### config.mk
export PLATFORM = sky130hd
export DESIGN_NAME = acu_queue
export DESIGN_NICKNAME = d
export VERILOG_FILES = /design/src/adaptive_coefficient_update_defines.svh /design/src/acu_pkg.sv /design/src/acu_queue.sv
export SDC_FILE = /design/constraint.sdc
export NUM_CORES = 1
export LEC_CHECK = 0
export BUFFER_PORTS_ARGS = -buffer_cell sky130_fd_sc_hd__buf_2
export CAP_MARGIN = 20
export CORE_MARGIN = 1
export CORE_UTILIZATION = 60
export CTS_BUF_LIST = sky130_fd_sc_hd__clkbuf_2
export DETAILED_ROUTE_END_ITERATION = 10
export PLACE_DENSITY = 0.89
export SYNTH_ARGS = -nofsm -noshare
export SYNTH_HDL_FRONTEND = slang
export SYNTH_SLANG_ARGS = --single-unit
### constraint.sdc
create_clock -name clk -period 8.4 [get_ports clk]
set_input_delay 1.26 -clock clk [delete_from_list [all_inputs] [get_ports clk]]
set_output_delay 1.26 -clock clk [all_outputs]
set_load 0.05 [all_outputs]
### src/adaptive_coefficient_update_defines.svh
// ----------------------------------------------------------------------------
// adaptive_coefficient_update_defines
// Assertion macros shared by the adaptive coefficient update block.
// ----------------------------------------------------------------------------
`ifndef ADAPTIVE_COEFFICIENT_UPDATE_DEFINES_SVH
`define ADAPTIVE_COEFFICIENT_UPDATE_DEFINES_SVH

// condition must hold at every edge out of reset
`define ACU_CHECK(lbl, cond, msg) \
  lbl: assert property (@(posedge clk) disable iff (!rst_n) (cond)) else $error(msg);

// pre at one edge implies post at the next, checked through reset too
`define ACU_CHECK_NEXT(lbl, pre, post, msg) \
  lbl: assert property (@(posedge clk) (pre) |=> (post)) else $error(msg);

`endif

### src/acu_pkg.sv
// ----------------------------------------------------------------------------
// acu_pkg
// Types and constants of the adaptive coefficient update block.
// ----------------------------------------------------------------------------
`timescale 1ns / 1ps
`default_nettype none

package acu_pkg;

  localparam int DW            = 32;     // Q16.16 data
  localparam int IW            = 8;      // coefficient index
  localparam int LRW           = 17;     // learning rate, Q1.16
  localparam int NUMW          = 49;     // a * m, signed
  localparam int QW            = 48;     // quotient bits
  localparam int NUM_COEFS_DEF = 256;
  localparam int QUEUE_DEPTH   = 4;
  localparam int QCW           = $clog2(QUEUE_DEPTH + 1);

  localparam logic [LRW-1:0] ONE_Q16  = 17'd65536;
  localparam logic [LRW-1:0] LR_RESET = 17'd3277;

  // one update handed from the state side to the divide side
  typedef struct packed {
    logic [IW-1:0]          idx;
    logic                   in_range;
    logic signed [DW-1:0]   coef;
    logic signed [NUMW-1:0] num;
    logic [DW-1:0]          msd;
  } job_t;

  typedef struct packed {
    logic           clearing;
    logic           hazard;
  } front_stat_t;

  typedef struct packed {
    logic [QCW-1:0] count;
    logic           pop;
  } q_stat_t;

endpackage

`default_nettype wire

### src/acu_queue.sv
// ----------------------------------------------------------------------------
// acu_queue
// Short FIFO between the state update side and the divide side.
// ----------------------------------------------------------------------------
`timescale 1ns / 1ps
`default_nettype none

module acu_queue (
  input  wire logic          clk,
  input  wire logic          rst_n,
  input  wire logic          push,
  input  acu_pkg::job_t      push_job,
  output logic               pop_valid,
  output acu_pkg::job_t      pop_job,
  output acu_pkg::q_stat_t   stat
);

  localparam int D  = acu_pkg::QUEUE_DEPTH;
  localparam int PW = (D > 1) ? $clog2(D) : 1;

  acu_pkg::job_t              mem_r [D];
  logic [PW-1:0]              wr_ptr_r, rd_ptr_r;
  logic [acu_pkg::QCW-1:0]    count_r;
  logic                       pop;

  // the divide side never stalls: drain whenever something is held
  assign pop       = count_r != '0;
  assign pop_valid = pop;
  assign pop_job   = mem_r[rd_ptr_r];
  assign stat      = '{count: count_r, pop: pop};

  always_ff @(posedge clk) begin
    if (!rst_n) begin
      wr_ptr_r <= '0;
      rd_ptr_r <= '0;
      count_r  <= '0;
    end else begin
      if (push) begin
        wr_ptr_r <= (wr_ptr_r == PW'(D - 1)) ? '0 : wr_ptr_r + 1'b1;
      end
      if (pop) begin
        rd_ptr_r <= (rd_ptr_r == PW'(D - 1)) ? '0 : rd_ptr_r + 1'b1;
      end
      if (push && !pop) begin
        count_r <= count_r + 1'b1;
      end else if (!push && pop) begin
        count_r <= count_r - 1'b1;
      end
    end
  end

  always_ff @(posedge clk) begin
    if (push) begin
      mem_r[wr_ptr_r] <= push_job;
    end
  end

endmodule

`default_nettype wire

# Word level (Yosys, flattened, before mapping)
# Memories as Yosys holds them, arrays and structs flattened. A register that Yosys moved wholly into a read port is not among the register bits.
# Index checks and enable logic that the tools add are counted.
# word_totals
output_inout_bits	127
inputBits	125
regBits	7
ramBits	488
memories	1
word_cells	24
# mem_list
name	depth	word_bits	rd	rd_clocked_by_memory_dff	wr	line	rtl
mem_r	4	122	1	1	1	acu_queue.sv:21	acu_pkg::job_t mem_r [D];
# op_classes
n_mux	8
n_reduce_logical	6
add_sub_neg	4
eq_ne	2
# op_table
op	n
2-bit two-way mux	4
3-bit two-way mux	2
2-bit by 1-bit adder with 2-bit output, second input constant	2
2-bit equality test, second input constant	2
3-bit by 1-bit adder with 3-bit output, second input constant	1
3-bit nonzero test	1
3-bit by 1-bit subtractor with 3-bit output, second input constant	1
1-bit logical AND	2
1-bit zero test	2
1-bit two-way mux	2
2-bit nonzero test	1

# Logic depth before layout (Yosys ltp)
# Gate-level depths: netlist (run 1).
# depth
word_depth	4
ltp_mapped	5
mapped_depth_nobuf	5

# Least setup slack after synthesis (run 1)
# Ideal clock, no wire load.
# synth_timing
path_kind	input port to flip-flop
startpoint	input push
endpoint	memory mem_r[0][0] in the netlist's numbering, enable pin
setup_slack_ns	3.846
arrival_time_ns	4.059
cell_stages	1
path_buffers	0
setup_time_ns	0.495
required_time_ns	7.905
cell_sequence	and2_1
# synth_between
elab_chain_cells	2
# synth_lines
item	line	rtl
from (decl)	acu_queue.sv:11	input wire logic push,
1-bit two-way mux	acu_queue.sv:53	if (push) begin
1-bit two-way mux (implied by the code)	acu_queue.sv:54	mem_r[wr_ptr_r] <= push_job;
to (decl)	acu_queue.sv:21	
# No other way between the ends.

==> flow_summary.json, run 1 <==
{
  "via_per_inst": 5.64,
  "critPathRequiredTime_ps": 7140,
  "pin_count": 252,
  "ys_ff_latch": 497,
  "dp.cells": 1303,
  "fp-row-count": 63,
  "fmax_ghz": 0.209,
  "synthXorXnorAreaFrac_pct": 0.0968,
  "synth_nets": 815,
  "period_needed_ps": 4770,
  "yosys.cell_types.count": 23,
  "clockBufferDepth": 3,
  "wirelength_mm": 33.5,
  "grt_pass1_vias": 9034,
  "antenna_found_initial": 10,
  "final_cell_area_sq_um": 20700,
  "async_flop_share_pct": 0,
  "synth_edf_count": 488,
  "dr.pass1.iters": 5,
  "cts_tree": "built",
  "routedWlPerCell_um": 22.2,
  "slew_headroom_pct": 31.2,
  "period_share_pct": 56.8,
  "cts_root_buf": "clkbuf_2",
  "fin_nets": 1159,
  "yosysSeqAreaShare_pct": 82.0,
  "drt_iter0_drc": 776,
  "post_cts_buffers": 0,
  "area_delta_synth_final_pct": 14.4,
  "cts.clk_slew.worst_paths_ps": 90,
  "cp.arrival_ps": 3510,
  "synth_cells": 684,
  "muxShareOfSynthArea_pct": 15.4,
  "start_util_pct": 61.1,
  "p_per_area_nw_per_um2": 319,
  "route.detailed.drc": 0,
  "finalNonFillerCells": 1511,
  "ctsResizeCount": 0,
  "cts.sinks": 497,
  "setup-tns-final_ps": 0,
  "n_fill_cell": 1856,
  "vias": 8521,
  "fp.dieH_um": 176,
  "yosys_most_used_dff": "edfxtp_1",
  "postCtsHoldBufs": 0,
  "port_buffers": 251,
  "drive_above_1_share_pct": 50.2,
  "synth_area_sq_um": 18100,
  "core_area_sq_um": 29600,
  "synth_most_common_cell": "edfxtp_1",
  "yosys_warnings": 0,
  "worst_pin_slew_ps": 1030,
  "drv_cap": 0,
  "htree_levels": 3,
  "status": "finished, final reports clean",
  "die_w_um": 176,
  "placed_area_sq_um": 19700,
  "insertion_delay_ps": 920,
  "grt-ovfl-total": 0,
  "synth_simple_gate_area_share_pct": 0.532,
  "grt_setup_unrepaired": "false",
  "synth_common_cells": "488 x edfxtp_1, 122 x mux4_2, 13 x buf_2",
  "synth_largest_area_cell": "edfxtp_1",
  "place_congestion": 0.729,
  "cts_made_buffers": 113,
  "grt_max_degree": 70,
  "grt_first_pass_wirelength_mm": 50.6,
  "fin_worst_skew_ps": 50.0,
  "synth_compound_area_share_pct": 0.180,
  "grt_usage_pct": 22.3,
  "synth-adder-area-share_pct": 0.415,
  "synth_area_per_cell_sq_um": 26.5,
  "critPathKind": "reg2out",
  "endpoint_kind": "output pin",
  "drv_slew": 0,
  "dp_hpwl_mm": 19.9,
  "p_leak_nw": 7.16,
  "synth_top_area_share_pct": 81.0,
  "power_mw": 6.60,
  "finalCoreUtilization_pct": 69.8,
  "hp-class": "reg2reg",
  "die-area_sq_um": 30900,
  "worst-path-max-fanout": 47,
  "start_kind": "register",
  "synth_top_family_by_area": "multiplexers",
  "synth_area_leaders": "edfxtp_1 81%, mux4_2 15%, dfxtp_1 1.0%",
  "ant_nets": 0,
  "ir_drop_mv": 0.265,
  "setup_violations": 0,
  "hold_violations": 0
}
==> logic make-up (layout without fill, tap and decap cells) <==
family / count (synthesis) / after routing
xor+xnor: 2 / 2
simple gates: 16 / 16
mux: 126 / 126
buf+inv: 32 / 465
fa+ha+maj: 6 / 6
flops: 497 / 497
compound gates: 5 / 5
other cells: 0 / 4
==> metrics by stage <==
step                      hold WS (ps)  setup slack [ps]
final                              507              3630
after global routing               429              3290
after CTS                          436              3390
after detailed placement           494              4410
after global placement             479              4480
after floorplan                    476              3850
==> cell usage in the layout (no fill, tap or decap), drive strengths merged <==
| master | instances |
|---|---|
| a21o | 1 |
| ha | 6 |
| mux4 | 122 |
| nand2 | 2 |
| edfxtp | 488 |
| and2 | 5 |
| xor2 | 1 |
| nand2b | 1 |
| o21ai | 2 |
| mux2i | 4 |
| buf | 258 |
| clkbuf | 167 |
| inv | 3 |
| nor2b | 3 |
| diode | 4 |
| or3 | 3 |
| bufinv | 1 |
| nor2 | 1 |
| nor3 | 1 |
| dfxtp | 9 |
| a21boi | 2 |
| clkinv | 34 |
| clkinvlp | 2 |
| xnor2 | 1 |
==> critical path, stage by stage, from the launching register on <==
cell and delay (ps):
dfxtp_4 840, buf_4 880, mux4_2 630, buf_2 230
==> final cells by class <==
class	instances	area (sq um)	share of cell area [%]
antenna	4	10.0	0.0484
clock buffer	167	836	4.04
clock inverter	37	181	0.877
inverter	3	11.3	0.0544
multi-input combinational	155	3020	14.6
sequential	497	14800	71.7
tap	390	488	2.36
timing repair buffer	258	1310	6.32
==> worst paths after layout <==
kind	cells past startpoint	to	slack (ps)	start
max reg2reg	3	mem_r[3][60]	5670	wr_ptr_r[0]
min reg2reg	2	register	510	rd_ptr_r[0]
max	3	pop_job[74]	3630	register
min	2	register	510	rd_ptr_r[0]
==> where the power goes <==
group          total (mW)  internal (mW)  switching (mW)
clock network        1.43          0.563           0.869
logic                2.19          0.661            1.53
registers            2.97           2.85           0.123
==> metal layers <==
| metal | vias up | global-route usage [%] | part of all wire (%) |
|---|---|---|---|
| li1 | 3739 | - | - |
| met1 | 4338 | 28.5 | 38 |
| met2 | 381 | 35.8 | 50 |
| met3 | 51 | 8.16 | 9.9 |
| met4 | 12 | 7.64 | 1.4 |
| met5 | - | 0 | 0.23 |
==> registers in the layout, indices dropped and copies added, names as in the netlist, named ones only <==
| signal | cells |
|---|---|
| rd_ptr_r | 2 |
| wr_ptr_r | 2 |
| count_r | 3 |
| mem_r | 488 |
Note: power is estimated with default switching activity, not from simulation.
==> run 2, diff against run 1 <==
--- a/config.mk
+++ b/config.mk
@@ -8,10 +8,10 @@
 export BUFFER_PORTS_ARGS = -buffer_cell sky130_fd_sc_hd__buf_2
 export CAP_MARGIN = 20
 export CORE_MARGIN = 1
-export CORE_UTILIZATION = 60
+export CORE_UTILIZATION = 53
 export CTS_BUF_LIST = sky130_fd_sc_hd__clkbuf_2
 export DETAILED_ROUTE_END_ITERATION = 10
-export PLACE_DENSITY = 0.89
+export PLACE_DENSITY = 0.83
 export SYNTH_ARGS = -nofsm -noshare
 export SYNTH_HDL_FRONTEND = slang
 export SYNTH_SLANG_ARGS = --single-unit
==> constraint.sdc (replaced) <==
create_clock -name clk -period 3.87 [get_ports clk]
set_input_delay 0.5805 -clock clk [delete_from_list [all_inputs] [get_ports clk]]
set_output_delay 0.5805 -clock clk [all_outputs]
set_load 0.05 [all_outputs]
==> run 2 against run 1 <==
  * Final cell count is 13% higher
  * Register-to-register slack got worse by 3800 ps
  * Sequential power grew 110%
  * Worst hold slack got worse by 160 ps
  * Largest power group unchanged
  * Highest routed layer is now met4
  * Combinational power grew 130%
  * Via count up 6.4%
  * Largest cell class unchanged
==> flow_summary.json, run 2 (synthesis gave the netlist of run 1 again) <==
{
  "intPower_mw": 9.03,
  "final_cell_area_sq_um": 22200,
  "finalCoreUtilization_pct": 66.3,
  "m1WireLength_mm": 13.9,
  "ir_drop_mv": 0.618,
  "die_w_um": 187,
  "vias": 9063,
  "fp.dieH_um": 187,
  "multi_input_area_sq_um": 3020,
  "fin_nets": 1296,
  "cp.arrival_ps": 2840,
  "p_leak_nw": 7.79,
  "r2r_start": "wr_ptr_r[0]",
  "drv_cap": 0,
  "insertion_delay_ps": 980,
  "drv_slew": 0,
  "worst-path-max-fanout": 17,
  "ff2ff_path_depth": 4,
  "critPathKind": "reg2out",
  "endpoint_kind": "output pin",
  "sequentialPowerShare_pct": 43.5,
  "core_area_sq_um": 33500,
  "dr.pass1.iters": 5,
  "cts_root_buf": "clkbuf_2",
  "reg2reg_slack_ps": 1870,
  "hp-class": "in2reg",
  "fmax_ghz": 0.293,
  "reg.largest.list": "mem_r x488, count_r x3",
  "grt_setup_unrepaired": "false",
  "setup_ws_ps": 454,
  "port_buffers": 251,
  "holdPathEnd": "mem_r[2][15]",
  "pwr-share-clk_pct": 21.7,
  "grt-ovfl-total": 0,
  "via_per_inst": 5.32,
  "area_delta_synth_final_pct": 22.8,
  "routedWlPerCell_um": 20.8,
  "critPathRequiredTime_ps": 3290,
  "timing.rr.end": "mem_r[2][100]",
  "seqCellArea_sq_um": 14800,
  "min_from": "push_job[15]",
  "wl_met2_mm": 17.5,
  "fp-row-count": 67,
  "p_switching_mw": 5.61,
  "dp.cells": 1371,
  "drt_iter0_drc": 657,
  "place_congestion": 0.726,
  "clockBufferDepth": 3,
  "cts.sinks": 497,
  "ant_nets": 0,
  "regMostFlops": "mem_r",
  "status": "finished, final reports clean",
  "drive_above_1_share_pct": 45.3,
  "grt_pass1_vias": 10100,
  "antenna_found_initial": 1,
  "p_sw_share_pct": 38.3,
  "highest_layer": "met4",
  "cts.clk_slew.worst_paths_ps": 130,
  "period_needed_ps": 3420,
  "grt_usage_pct": 21.0,
  "cts_tree": "built",
  "n_fill_cell": 2191,
  "worst_pin_slew_ps": 682,
  "htree_levels": 3,
  "setup_violations": 0,
  "start_util_pct": 54.0,
  "placed_area_sq_um": 19900,
  "fin_worst_skew_ps": 39.5,
  "dr_wl_met3_mm": 3.21,
  "start_kind": "register",
  "hold_violations": 0,
  "period_share_pct": 88.3,
  "largest_register_ffs": 488,
  "layout_common_cells": "488 x edfxtp_1, 251 x buf_2, 155 x clkbuf_2",
  "finalNonFillerCells": 1704,
  "cts_made_buffers": 114,
  "ctsResizeCount": 0,
  "grt_max_degree": 79,
  "route.detailed.drc": 0,
  "slew_headroom_pct": 54.5,
  "wirelength_mm": 35.5,
  "place_ws_ps": 1260,
  "final_common_cell": "edfxtp_1",
  "die-area_sq_um": 34900,
  "p_per_area_nw_per_um2": 658,
  "dp_hpwl_mm": 20.3,
  "hold_depth": 2,
  "grt_first_pass_wirelength_mm": 55.5,
  "power_frac_comb_pct": 34.8,
  "pin_count": 252,
  "setup-tns-final_ps": 0
}
## run 2: changes by cell type in the layout (fill, tap and decap cells not counted), sizes merged
cell,before,now
buf,258,269
bufinv,1,2
clkbuf,167,155
clkinv,34,42
clkinvlp,2,0
diode,4,2
dlygate4sd3,0,125
inv,3,9
## run 2: per-stage QoR
step	hold WS (ps)	total power [mW]
3_5_place_dp	482	11.5
4_1_cts	203	14.7
2_1_floorplan	476	10.4
3_3_place_gp	477	11.4
6_report	343	14.6
5_1_grt	233	15.3
## run 2: repair_timing
item | 4_1_cts | 5_1_grt
setup endpoints to repair | 0 | 1
hold endpoints to repair | 497 | 0
hold buffers | 125 | 0
buffers inserted | 0 | 1
## run 2: worst max path at each step
stage          depth (start not counted)           to      from
2_1_floorplan                          1  mem_r[3][0]      push
3_3_place_gp                           3  pop_job[61]  register
3_5_place_dp                           3  pop_job[92]  register
4_1_cts                                3  pop_job[10]  register
5_1_grt                                3  pop_job[10]  register
6_report                               3  pop_job[10]  register
## run 2: power by group through the flow
stage / Clock, mW / Sequential (mW) / Combinational (mW)
6_report: 3.17 / 6.37 / 5.10
3_3_place_gp: 0 / 6.50 / 4.90
2_1_floorplan: 0 / 6.40 / 4.01
5_1_grt: 3.56 / 6.40 / 5.30
3_5_place_dp: 0 / 6.53 / 4.95
4_1_cts: 3.26 / 6.40 / 5.06
## run 2: area by class of cell
class / instances / share of cell area [%]
Clock buffer: 155 / 3.49
Clock inverter: 50 / 1.12
Sequential cell: 497 / 66.8
Multi-Input combinational cell: 155 / 13.6
Timing Repair Buffer: 394 / 12.5
Tap cell: 448 / 2.52
Inverter: 3 / 0.0507
Antenna cell: 2 / 0.0225
## run 2: layer usage
metal | track usage (%) | up-vias
met3 | 7.28 | 60
met2 | 33.5 | 406
met5 | 0 | -
li1 | - | 4011
met4 | 9.30 | 0
met1 | 26.4 | 4586
## run 2: worst max-delay path: stages, from the launching register on
cell and delay, ps:
dfxtp_4 660, buf_4 350, mux4_2 590, buf_2 240
